<file path="src/sv/ptrk_pkg.sv">
// Shared types, sizes and register codes for the proximity baseline tracker.
package ptrk_pkg;

  // Field and line sizes
  localparam int FREQ_BITS  = 20;
  localparam int FRAC_BITS  = 16;
  localparam int LINE_BITS  = FREQ_BITS + FRAC_BITS;
  localparam int WGT_BITS   = 16;
  localparam int HI_BITS    = LINE_BITS - WGT_BITS;
  localparam int MUL_A_BITS = (HI_BITS > FREQ_BITS) ? HI_BITS : FREQ_BITS;
  localparam int MUL_B_BITS = WGT_BITS + 1;
  localparam int PROD_BITS  = MUL_A_BITS + MUL_B_BITS;
  localparam int LEVEL_BITS = 8;
  localparam int SCALED_BITS = FREQ_BITS + LEVEL_BITS;
  localparam int REM_BITS   = WGT_BITS + LEVEL_BITS;

  // Stream and register port sizes
  localparam int IN_TDATA_BITS  = ((FREQ_BITS + 7) / 8) * 8;
  localparam int OUT_TDATA_BITS = ((LEVEL_BITS + 7) / 8) * 8;
  localparam int ADDR_BITS      = 4;
  localparam int CFG_DATA_BITS  = 32;
  localparam int REG_IDX_BITS   = 2;

  localparam logic [LEVEL_BITS-1:0] LEVEL_MAX = '1;
  localparam logic [MUL_B_BITS-1:0] WGT_ONE   = MUL_B_BITS'(1) << WGT_BITS;

  // Register indexes
  localparam logic [REG_IDX_BITS-1:0] REG_FAST_WEIGHT     = 2'd0;
  localparam logic [REG_IDX_BITS-1:0] REG_SLOW_WEIGHT     = 2'd1;
  localparam logic [REG_IDX_BITS-1:0] REG_NOISE_DEADZONE  = 2'd2;
  localparam logic [REG_IDX_BITS-1:0] REG_FULL_SCALE_DROP = 2'd3;

  // Register reset values
  localparam logic [WGT_BITS-1:0] RST_FAST_WEIGHT     = 16'd13107;
  localparam logic [WGT_BITS-1:0] RST_SLOW_WEIGHT     = 16'd65208;
  localparam logic [WGT_BITS-1:0] RST_NOISE_DEADZONE  = 16'd30;
  localparam logic [WGT_BITS-1:0] RST_FULL_SCALE_DROP = 16'd600;

  // Sequencer step counter
  localparam int STEP_BITS = 3;
  localparam logic [STEP_BITS-1:0] MUL_HALF  = 3'd3;
  localparam logic [STEP_BITS-1:0] MUL_LAST  = 3'd5;
  localparam logic [STEP_BITS-1:0] DIV_FIRST = 3'(LEVEL_BITS - 1);
  localparam logic [STEP_BITS-1:0] DIV_LAST  = 3'd0;

  // Product phases within one filter update
  localparam logic [STEP_BITS-1:0] PH_LO = 3'd0;
  localparam logic [STEP_BITS-1:0] PH_HI = 3'd1;
  localparam logic [STEP_BITS-1:0] PH_F  = 3'd2;

  typedef enum logic [2:0] {
    ST_IDLE,
    ST_MUL,
    ST_DROP,
    ST_SCALE,
    ST_DIV,
    ST_DONE
  } state_t;

  typedef struct packed {
    logic [WGT_BITS-1:0] fast_weight;
    logic [WGT_BITS-1:0] slow_weight;
    logic [WGT_BITS-1:0] noise_deadzone;
    logic [WGT_BITS-1:0] full_scale_drop;
  } cfg_t;

  typedef struct packed {
    logic                 load_in;
    logic                 mul_en;
    logic                 drop_en;
    logic                 scale_en;
    logic                 div_en;
    logic                 out_load;
    logic [STEP_BITS-1:0] step;
  } cmd_t;

  typedef struct packed {
    logic first_item;
  } status_t;

endpackage

</file>
<file path="src/sv/proximity_baseline_tracker.sv">
// Top level of the proximity baseline tracker.
// Counts are taken one at a time: s_tready is high only in idle, so a new count waits until
// the last result is loaded; the pace is set by six products through one shared multiplier
// and an 8-step serial divider (no products for the first count, which seeds the lines).
// A finished result waits in the output register while the next count is taken.
// Reset (rst, synchronous): registers to defaults, filter lines cleared, next count primes.
module proximity_baseline_tracker (
  input  logic                                 clk,
  input  logic                                 rst,
  // s_tdata fields from bit 0: freq_count[19:0], zero fill
  input  logic [ptrk_pkg::IN_TDATA_BITS-1:0]   s_tdata,
  input  logic                                 s_tvalid,
  output logic                                 s_tready,
  // m_tdata fields from bit 0: pwm_level[7:0]
  output logic [ptrk_pkg::OUT_TDATA_BITS-1:0]  m_tdata,
  output logic                                 m_tvalid,
  input  logic                                 m_tready,
  input  logic                                 psel,
  input  logic                                 penable,
  input  logic                                 pwrite,
  input  logic [ptrk_pkg::ADDR_BITS-1:0]       paddr,
  input  logic [ptrk_pkg::CFG_DATA_BITS-1:0]   pwdata,
  output logic [ptrk_pkg::CFG_DATA_BITS-1:0]   prdata,
  output logic                                 pready
);

  ptrk_pkg::cfg_t                     cfg;
  ptrk_pkg::cmd_t                     cmd;
  ptrk_pkg::status_t                  status;
  logic [ptrk_pkg::LEVEL_BITS-1:0]    level;

  assign m_tdata = ptrk_pkg::OUT_TDATA_BITS'(level);

  ptrk_regs u_regs (
    .clk     (clk),
    .rst     (rst),
    .psel    (psel),
    .penable (penable),
    .pwrite  (pwrite),
    .paddr   (paddr),
    .pwdata  (pwdata),
    .prdata  (prdata),
    .pready  (pready),
    .cfg     (cfg)
  );

  ptrk_ctrl u_ctrl (
    .clk      (clk),
    .rst      (rst),
    .s_tvalid (s_tvalid),
    .s_tready (s_tready),
    .m_tvalid (m_tvalid),
    .m_tready (m_tready),
    .status   (status),
    .cmd      (cmd)
  );

  ptrk_dp u_dp (
    .clk     (clk),
    .rst     (rst),
    .cfg     (cfg),
    .cmd     (cmd),
    .freq_in (s_tdata[ptrk_pkg::FREQ_BITS-1:0]),
    .status  (status),
    .level   (level)
  );

endmodule

</file>
<file path="src/sv/ptrk_regs.sv">
// Configuration register file behind the APB-style port.
module ptrk_regs (
  input  logic                               clk,
  input  logic                               rst,
  input  logic                               psel,
  input  logic                               penable,
  input  logic                               pwrite,
  input  logic [ptrk_pkg::ADDR_BITS-1:0]     paddr,
  input  logic [ptrk_pkg::CFG_DATA_BITS-1:0] pwdata,
  output logic [ptrk_pkg::CFG_DATA_BITS-1:0] prdata,
  output logic                               pready,
  output ptrk_pkg::cfg_t                     cfg
);

  logic [ptrk_pkg::REG_IDX_BITS-1:0] idx;
  logic                              wr;

  assign idx    = paddr[ptrk_pkg::ADDR_BITS-1:2];
  assign wr     = psel && penable && pwrite;
  assign pready = 1'b1;

  // Write the addressed register on the access cycle
  always_ff @(posedge clk) begin
    if (rst) begin
      cfg.fast_weight     <= ptrk_pkg::RST_FAST_WEIGHT;
      cfg.slow_weight     <= ptrk_pkg::RST_SLOW_WEIGHT;
      cfg.noise_deadzone  <= ptrk_pkg::RST_NOISE_DEADZONE;
      cfg.full_scale_drop <= ptrk_pkg::RST_FULL_SCALE_DROP;
    end else if (wr) begin
      unique case (idx)
        ptrk_pkg::REG_FAST_WEIGHT:     cfg.fast_weight     <= pwdata[ptrk_pkg::WGT_BITS-1:0];
        ptrk_pkg::REG_SLOW_WEIGHT:     cfg.slow_weight     <= pwdata[ptrk_pkg::WGT_BITS-1:0];
        ptrk_pkg::REG_NOISE_DEADZONE:  cfg.noise_deadzone  <= pwdata[ptrk_pkg::WGT_BITS-1:0];
        ptrk_pkg::REG_FULL_SCALE_DROP: cfg.full_scale_drop <= pwdata[ptrk_pkg::WGT_BITS-1:0];
        default: ;
      endcase
    end
  end

  // Return the addressed register
  always_comb begin
    unique case (idx)
      ptrk_pkg::REG_FAST_WEIGHT:     prdata = ptrk_pkg::CFG_DATA_BITS'(cfg.fast_weight);
      ptrk_pkg::REG_SLOW_WEIGHT:     prdata = ptrk_pkg::CFG_DATA_BITS'(cfg.slow_weight);
      ptrk_pkg::REG_NOISE_DEADZONE:  prdata = ptrk_pkg::CFG_DATA_BITS'(cfg.noise_deadzone);
      ptrk_pkg::REG_FULL_SCALE_DROP: prdata = ptrk_pkg::CFG_DATA_BITS'(cfg.full_scale_drop);
      default:                       prdata = '0;
    endcase
  end

endmodule

</file>
<file path="src/sv/ptrk_dp.sv">
// Datapath: filter lines, shared multiplier, drop and dead zone, serial divider.
module ptrk_dp (
  input  logic                                clk,
  input  logic                                rst,
  input  ptrk_pkg::cfg_t                      cfg,
  input  ptrk_pkg::cmd_t                      cmd,
  input  logic [ptrk_pkg::FREQ_BITS-1:0]      freq_in,
  output ptrk_pkg::status_t                   status,
  output logic [ptrk_pkg::LEVEL_BITS-1:0]     level
);

  logic [ptrk_pkg::LINE_BITS-1:0]   fast_line;
  logic [ptrk_pkg::LINE_BITS-1:0]   slow_line;
  logic                             primed;
  logic                             first_item;
  logic [ptrk_pkg::FREQ_BITS-1:0]   freq;
  logic [ptrk_pkg::LINE_BITS-1:0]   acc;
  logic [ptrk_pkg::FREQ_BITS-1:0]   excess;
  logic [ptrk_pkg::REM_BITS-1:0]    rem;
  logic [ptrk_pkg::LEVEL_BITS-1:0]  quot;
  logic                             sat;

  logic                              sel_slow;
  logic [ptrk_pkg::STEP_BITS-1:0]    phase;
  logic [ptrk_pkg::LINE_BITS-1:0]    line;
  logic [ptrk_pkg::WGT_BITS-1:0]     wgt;
  logic [ptrk_pkg::MUL_B_BITS-1:0]   wgt_rest;
  logic [ptrk_pkg::MUL_A_BITS-1:0]   mul_a;
  logic [ptrk_pkg::MUL_B_BITS-1:0]   mul_b;
  logic [ptrk_pkg::PROD_BITS-1:0]    prod;
  logic [ptrk_pkg::PROD_BITS-1:0]    sum;
  logic [ptrk_pkg::LINE_BITS-1:0]    acc_next;

  logic [ptrk_pkg::LINE_BITS:0]      diff;
  logic [ptrk_pkg::FREQ_BITS-1:0]    drop;
  logic [ptrk_pkg::FREQ_BITS-1:0]    dz;
  logic [ptrk_pkg::FREQ_BITS-1:0]    excess_next;

  logic [ptrk_pkg::WGT_BITS-1:0]     divisor;
  logic [ptrk_pkg::SCALED_BITS-1:0]  scaled;
  logic [ptrk_pkg::SCALED_BITS-1:0]  sat_limit;
  logic [ptrk_pkg::REM_BITS-1:0]     trial;

  logic [ptrk_pkg::LEVEL_BITS-1:0] level_q;

  assign status.first_item = first_item;
  assign level = {ptrk_pkg::LEVEL_BITS{1'b0}} | level_q;

  // Select operands of the shared multiplier for this step
  always_comb begin
    sel_slow = (cmd.step >= ptrk_pkg::MUL_HALF);
    phase    = sel_slow ? (cmd.step - ptrk_pkg::MUL_HALF) : cmd.step;
    line     = sel_slow ? slow_line : fast_line;
    wgt      = sel_slow ? cfg.slow_weight : cfg.fast_weight;
    wgt_rest = ptrk_pkg::WGT_ONE - ptrk_pkg::MUL_B_BITS'(wgt);
    case (phase)
      ptrk_pkg::PH_LO: begin
        mul_a = ptrk_pkg::MUL_A_BITS'(line[ptrk_pkg::WGT_BITS-1:0]);
        mul_b = ptrk_pkg::MUL_B_BITS'(wgt);
      end
      ptrk_pkg::PH_HI: begin
        mul_a = ptrk_pkg::MUL_A_BITS'(line[ptrk_pkg::LINE_BITS-1:ptrk_pkg::WGT_BITS]);
        mul_b = ptrk_pkg::MUL_B_BITS'(wgt);
      end
      default: begin
        mul_a = ptrk_pkg::MUL_A_BITS'(freq);
        mul_b = wgt_rest;
      end
    endcase
    prod = ptrk_pkg::PROD_BITS'(mul_a) * ptrk_pkg::PROD_BITS'(mul_b);
    sum  = ptrk_pkg::PROD_BITS'(acc) + prod;
    if (phase == ptrk_pkg::PH_LO) begin
      acc_next = ptrk_pkg::LINE_BITS'(prod >> ptrk_pkg::WGT_BITS);
    end else begin
      acc_next = sum[ptrk_pkg::LINE_BITS-1:0];
    end
  end

  // Integer drop of the current line below the baseline, less the dead zone
  always_comb begin
    diff = {1'b0, slow_line} - {1'b0, fast_line};
    drop = diff[ptrk_pkg::LINE_BITS] ? '0 : diff[ptrk_pkg::LINE_BITS-1:ptrk_pkg::FRAC_BITS];
    dz   = ptrk_pkg::FREQ_BITS'(cfg.noise_deadzone);
    excess_next = (drop < dz) ? '0 : (drop - dz);
  end

  // Scale by 255 and test for saturation at the full output level
  always_comb begin
    divisor   = (cfg.full_scale_drop == '0) ? ptrk_pkg::WGT_BITS'(1) : cfg.full_scale_drop;
    scaled    = {excess, {ptrk_pkg::LEVEL_BITS{1'b0}}} - ptrk_pkg::SCALED_BITS'(excess);
    sat_limit = ptrk_pkg::SCALED_BITS'({divisor, {ptrk_pkg::LEVEL_BITS{1'b0}}});
    trial     = ptrk_pkg::REM_BITS'(divisor) << cmd.step;
  end

  // Track whether the lines hold a loaded value, seed them from the first count and update them
  always_ff @(posedge clk) begin
    if (rst) begin
      primed     <= 1'b0;
      first_item <= 1'b0;
      fast_line  <= '0;
      slow_line  <= '0;
    end else begin
      if (cmd.load_in) begin
        first_item <= !primed;
        primed     <= 1'b1;
        if (!primed) begin
          fast_line <= {freq_in, {ptrk_pkg::FRAC_BITS{1'b0}}};
          slow_line <= {freq_in, {ptrk_pkg::FRAC_BITS{1'b0}}};
        end
      end
      if (cmd.mul_en && (phase == ptrk_pkg::PH_F)) begin
        if (sel_slow) begin
          slow_line <= acc_next;
        end else begin
          fast_line <= acc_next;
        end
      end
    end
  end

  // Advance the payload registers
  always_ff @(posedge clk) begin
    if (cmd.load_in) begin
      freq <= freq_in;
    end
    if (cmd.mul_en) begin
      acc <= acc_next;
    end
    if (cmd.drop_en) begin
      excess <= excess_next;
    end
    if (cmd.scale_en) begin
      sat  <= (scaled >= sat_limit);
      rem  <= scaled[ptrk_pkg::REM_BITS-1:0];
      quot <= '0;
    end
    if (cmd.div_en && (rem >= trial)) begin
      rem             <= rem - trial;
      quot[cmd.step]  <= 1'b1;
    end
    if (cmd.out_load) begin
      level_q <= sat ? ptrk_pkg::LEVEL_MAX : quot;
    end
  end

endmodule

</file>
<file path="src/sv/ptrk_ctrl.sv">
// Controller: sequences the multiply, drop, scale and divide steps and the output register.
module ptrk_ctrl (
  input  logic              clk,
  input  logic              rst,
  input  logic              s_tvalid,
  output logic              s_tready,
  output logic              m_tvalid,
  input  logic              m_tready,
  input  ptrk_pkg::status_t status,
  output ptrk_pkg::cmd_t    cmd
);

  ptrk_pkg::state_t                state;
  ptrk_pkg::state_t                state_next;
  logic [ptrk_pkg::STEP_BITS-1:0]  step;
  logic [ptrk_pkg::STEP_BITS-1:0]  step_next;
  logic                            out_free;

  assign out_free = !m_tvalid || m_tready;
  assign s_tready = (state == ptrk_pkg::ST_IDLE);

  // Next state
  always_comb begin
    state_next = state;
    unique case (state)
      ptrk_pkg::ST_IDLE:  if (s_tvalid) state_next = ptrk_pkg::ST_MUL;
      ptrk_pkg::ST_MUL:   if (status.first_item || (step == ptrk_pkg::MUL_LAST)) begin
        state_next = ptrk_pkg::ST_DROP;
      end
      ptrk_pkg::ST_DROP:  state_next = ptrk_pkg::ST_SCALE;
      ptrk_pkg::ST_SCALE: state_next = ptrk_pkg::ST_DIV;
      ptrk_pkg::ST_DIV:   if (step == ptrk_pkg::DIV_LAST) state_next = ptrk_pkg::ST_DONE;
      ptrk_pkg::ST_DONE:  if (out_free) state_next = ptrk_pkg::ST_IDLE;
      default:            state_next = ptrk_pkg::ST_IDLE;
    endcase
  end

  // Step counter for the multiply and divide passes
  always_comb begin
    unique case (state)
      ptrk_pkg::ST_MUL:   step_next = step + 3'd1;
      ptrk_pkg::ST_SCALE: step_next = ptrk_pkg::DIV_FIRST;
      ptrk_pkg::ST_DIV:   step_next = step - 3'd1;
      default:            step_next = '0;
    endcase
  end

  // Datapath commands
  always_comb begin
    cmd          = '0;
    cmd.step     = step;
    unique case (state)
      ptrk_pkg::ST_IDLE:  cmd.load_in  = s_tvalid;
      ptrk_pkg::ST_MUL:   cmd.mul_en   = !status.first_item;
      ptrk_pkg::ST_DROP:  cmd.drop_en  = 1'b1;
      ptrk_pkg::ST_SCALE: cmd.scale_en = 1'b1;
      ptrk_pkg::ST_DIV:   cmd.div_en   = 1'b1;
      ptrk_pkg::ST_DONE:  cmd.out_load = out_free;
      default: ;
    endcase
  end

  // Hold state, step and the output valid flag
  always_ff @(posedge clk) begin
    if (rst) begin
      state    <= ptrk_pkg::ST_IDLE;
      step     <= '0;
      m_tvalid <= 1'b0;
    end else begin
      state <= state_next;
      step  <= step_next;
      if (cmd.out_load) begin
        m_tvalid <= 1'b1;
      end else if (m_tready) begin
        m_tvalid <= 1'b0;
      end
    end
  end

`ifndef SYNTHESIS
  a_load_starts_mul: assert property (@(posedge clk) disable iff (rst)
    (s_tvalid && s_tready) |=> (state == ptrk_pkg::ST_MUL && step == '0))
    else $error("accepted transfer did not start the multiply pass");

  a_no_overwrite: assert property (@(posedge clk) disable iff (rst)
    cmd.out_load |-> (!m_tvalid || m_tready))
    else $error("result loaded over a pending transfer");

  a_load_sets_valid: assert property (@(posedge clk) disable iff (rst)
    cmd.out_load |=> m_tvalid)
    else $error("loaded result not presented");

  a_div_ends: assert property (@(posedge clk) disable iff (rst)
    (state == ptrk_pkg::ST_DIV && step == ptrk_pkg::DIV_LAST) |=> (state == ptrk_pkg::ST_DONE))
    else $error("divide pass did not finish");
`endif

endmodule

</file>
<file path="config.mk">
export PLATFORM = sky130hd
export DESIGN_NAME = proximity_baseline_tracker
export DESIGN_NICKNAME = d
export VERILOG_FILES = /design/src/sv/ptrk_pkg.sv /design/src/sv/proximity_baseline_tracker.sv /design/src/sv/ptrk_regs.sv /design/src/sv/ptrk_dp.sv /design/src/sv/ptrk_ctrl.sv
export SDC_FILE = /design/constraint.sdc
export NUM_CORES = 2
export LEC_CHECK = 0
export BUFFER_PORTS_ARGS = -buffer_cell sky130_fd_sc_hd__buf_2
export CAP_MARGIN = 10
export CORE_UTILIZATION = 25
export CTS_CLUSTER_DIAMETER = 200
export DETAILED_ROUTE_END_ITERATION = 8
export PLACE_DENSITY_LB_ADDON = 0.25
export SKIP_LAST_GASP = 1
export SLEW_MARGIN = 10
export SYNTH_ARGS = -nofsm -noshare
export SYNTH_HDL_FRONTEND = slang
export SYNTH_SLANG_ARGS = --single-unit
</file>
<file path="constraint.sdc">
create_clock -name clk -period 11.18 [get_ports clk]
set_input_delay 1.118 -clock clk [delete_from_list [all_inputs] [get_ports clk]]
set_output_delay 1.118 -clock clk [all_outputs]
set_load 0.02 [all_outputs]
</file>
==> flow_summary.yaml <==
run_status:
  status: "finished clean"
timing:
  hold_viol: 0
  max_slew.worst_pin.slew_ns: 1.173
  max_freq_mhz: 93.00
  fin_tns_setup_ns: 0
  maxSlewViolCount: 0
  worst_slack_ns: 0.4271
  skew_ns: 0.02140
  relSlewSlack_pct: 21.20
  hold_slack_ns: 0.4591
  timing.final.crit_share_pct: 96.18
  finalCriticalPeriod_ns: 10.75
  finalSetupViolations: 0
synthesis:
  ys_top_cells_by_area: "fa_1, edfxtp_1, ha_1"
  ys.flop_type: "dfxtp_1"
  ys_warn_count: 0
  async_flop_share_pct: 0
  syn_avg_cell_area_um2: 8.317
  synth-seq-cells: 262
  syn_area_um2: 30310
  seq_area_frac_synth_pct: 20.91
  synthCells: 3644
  synth-edff-count: 109
  netlist-cell-type-count: 89
  synth_top_area_share_pct: 18.03
  yosysTopAreaCell: "fa_1"
min_path:
  hp-class: "register to register"
placement:
  placed_area_um2: 33590
  hpwlAfterDp_mm: 82.73
  port_buffers: 70
  gp_congestion: 0.8873
  pre_cts_ws_ns: -0.1807
  place_inst: 5356
clock_tree:
  ctsHoldBuffers: 0
  cts_root_buf: "clkbuf_16"
  clkSinkCount: 262
  htreeDepth: 2
  numCtsBuffers: 34
  clk_pin_slew_worst_paths_ns: 0.06
  clk_path_buf_depth: 3
  clock_latency_ns: 0.56
  cts_tree: "done"
pwr:
  p_int_uw: 4634
  powerDensity_nw_per_um2: 267.7
  power_frac_clock_pct: 12.5
  p_sw_share_pct: 50.38
  p_switching_uw: 4704
  peakVddDrop_v: 0.0002100
  combinationalPowerShare_pct: 71.8
  seq_power_share_pct: 15.7
  p_leak_uw: 0.01565
finish:
  seq_area_um2: 6336
  drive_gt1_share_pct: 10.73
  stdcell_area_um2: 34890
  syn_to_final_growth_pct: 15.11
  stdcell_count: 5422
  fin_nets: 4380
  fill_cells: 13074
  multi_input_area_um2: 21640
  diodes: 0
grt:
  first_global_vias: 25524
  grt_usage_pct: 16.84
  grt_pass1_wl_mm: 158.2
  antenna_found_initial: 1
  grt_max_degree: 80
  overflow: 0
critical_path:
  crit_type: "register to register"
  slowest_stage: "fa_1"
  start_kind: "register"
  crit_fanout: 36
  worstPathRequired_ns: 11.60
  cp_common_cell: "fa_1"
  crit_arrival_ns: 11.17
  crit_path_max_incr_delay_ns: 0.57
  end_kind: "register"
floorplan:
  core_um2: 120100
  io_pins: 110
  die_w_um: 350.2
  rows: 127
  start_util_pct: 25.23
  die_area_um2: 122600
  die_h_um: 350.2
route:
  route.vias.total: 26200
  postRouteAntennaNets: 0
  first_iter_violations: 1788
  drcViolationCount: 0
  firstDrtPassIters: 6
  viasPerCell: 4.832
  finalWirelength_mm: 103.3
  avgRoutedWirePerCell_um: 19.05
flow_run:
  max-cap-violations: 0
power by group through the flow:
stage | sequential, uW | clock [uW] | combinational (uW)
floorplan | 1430 | 0 | 4560
global placement | 1480 | 0 | 6620
detailed placement | 1480 | 0 | 6610
CTS | 1460 | 1200 | 6650
global route | 1480 | 1230 | 7400
finish | 1460 | 1170 | 6700
registers in the layout, indices dropped and copies added (netlist names):
name and cells:
u_regs.cfg 64, u_dp.primed 1, u_dp.quot 8, u_dp.status 1, u_dp.slow_line 36, u_dp.acc 36, u_ctrl.state 3, u_dp.level 8
u_dp.excess 20, u_ctrl.step 3, u_dp.sat 1, u_dp.rem 24, u_dp.fast_line 36, u_dp.freq 20, u_ctrl.m_tvalid 1
per-layer routing:
layer / up-vias / track usage, % / wire length (um) / part of all wire [%]
li1: 12452 / - / - / -
met1: 12999 / 25.15 / 51300 / 50
met2: 657 / 25.90 / 44890 / 43
met3: 92 / 2.020 / 5375 / 5.2
met4: 0 / 3.097 / 1744 / 1.7
met5: - / 0 / 0 / 0
timing repair:
| action | CTS | global route |
|---|---|---|
| gates resized for setup | 2 | 25 |
| pin swaps | 0 | 8 |
| setup endpoints to repair | 4 | 23 |
| setup buffers | 0 | 4 |
path summary, 6_finish.rpt:
path	start	endpoint	slack [ns]	cells after the start
worst max register to register	u_ctrl.step[0]$_SDFF_PP0_	u_dp.slow_line[35]$_SDFF_PP0_	0.43	43
worst min register to register	u_dp.quot[5]$_DFF_P_	u_dp.quot[5]$_DFF_P_	0.46	1
worst min-delay path	u_dp.quot[5]$_DFF_P_	u_dp.quot[5]$_DFF_P_	0.46	1
worst max-delay path	u_ctrl.step[0]$_SDFF_PP0_	u_dp.slow_line[35]$_SDFF_PP0_	0.43	43
logic make-up (layout without fill, tap and decap cells):
family          after synthesis  count (layout)  synth area share (%)
mux                         124             124                 5.070
fa+ha+maj                   529             529                 28.60
other cells                   2              17               0.02478
xor+xnor                    146             146                 4.219
flops                       262             262                 20.91
buf+inv                     661             812                 8.500
compound gates              698             698                 14.91
simple gates               1222            1222                 17.77
Yosys cell counts, types with 53 or more instances:
library cell and instances:
xnor2_1 93, nand3_1 76, a21oi_1 219, nor2_1 286, a21o_1 65, clkbuf_1 116, edfxtp_1 109, xor2_1 53
dfxtp_1 153, ha_1 256, nand2_1 570, o21ai_0 115, mux2i_1 95, inv_1 496, nor3_1 63, fa_1 273
layout by cell type, fill, tap and decap left out, types with 50 or more instances in the layout:
cell type  instances
a21oi_1          216
inv_1            496
edfxtp_1         109
dfxtp_1          153
xor2_1            53
xnor2_1           90
nand2_1          567
and2_1            50
o21ai_0          114
buf_2             69
a21o_1            65
fa_1             273
nor3_1            63
ha_1             256
buf_4            168
nor2_1           282
mux2i_1           93
nand3_1           76
worst max-delay path, delay by kind of cell, from the launching register on:
family,cells,cell delay (ns)
flops,1,0.31
xor+xnor,2,0.42
buf+inv,9,1.30
simple gates,7,1.11
mux,2,0.64
compound gates,13,2.57
fa+ha+maj,10,4.17
final cells by class:
type	count	share of cell area [%]
Inverter	498	5.358
Timing Repair Buffer	252	5.376
Clock inverter	17	0.6850
Sequential cell	262	18.16
Clock buffer	45	2.615
Tap cell	1612	5.781
Multi-Input combinational cell	2736	62.02
through the flow:
step | power, uW | utilization, %
finish | 9337 | 29.04
global route | 10120 | 29.04
CTS | 9318 | 28.93
detailed placement | 8093 | 27.96
global placement | 8100 | 27.96
floorplan | 5990 | -
Power figures use the tool's default switching activity.
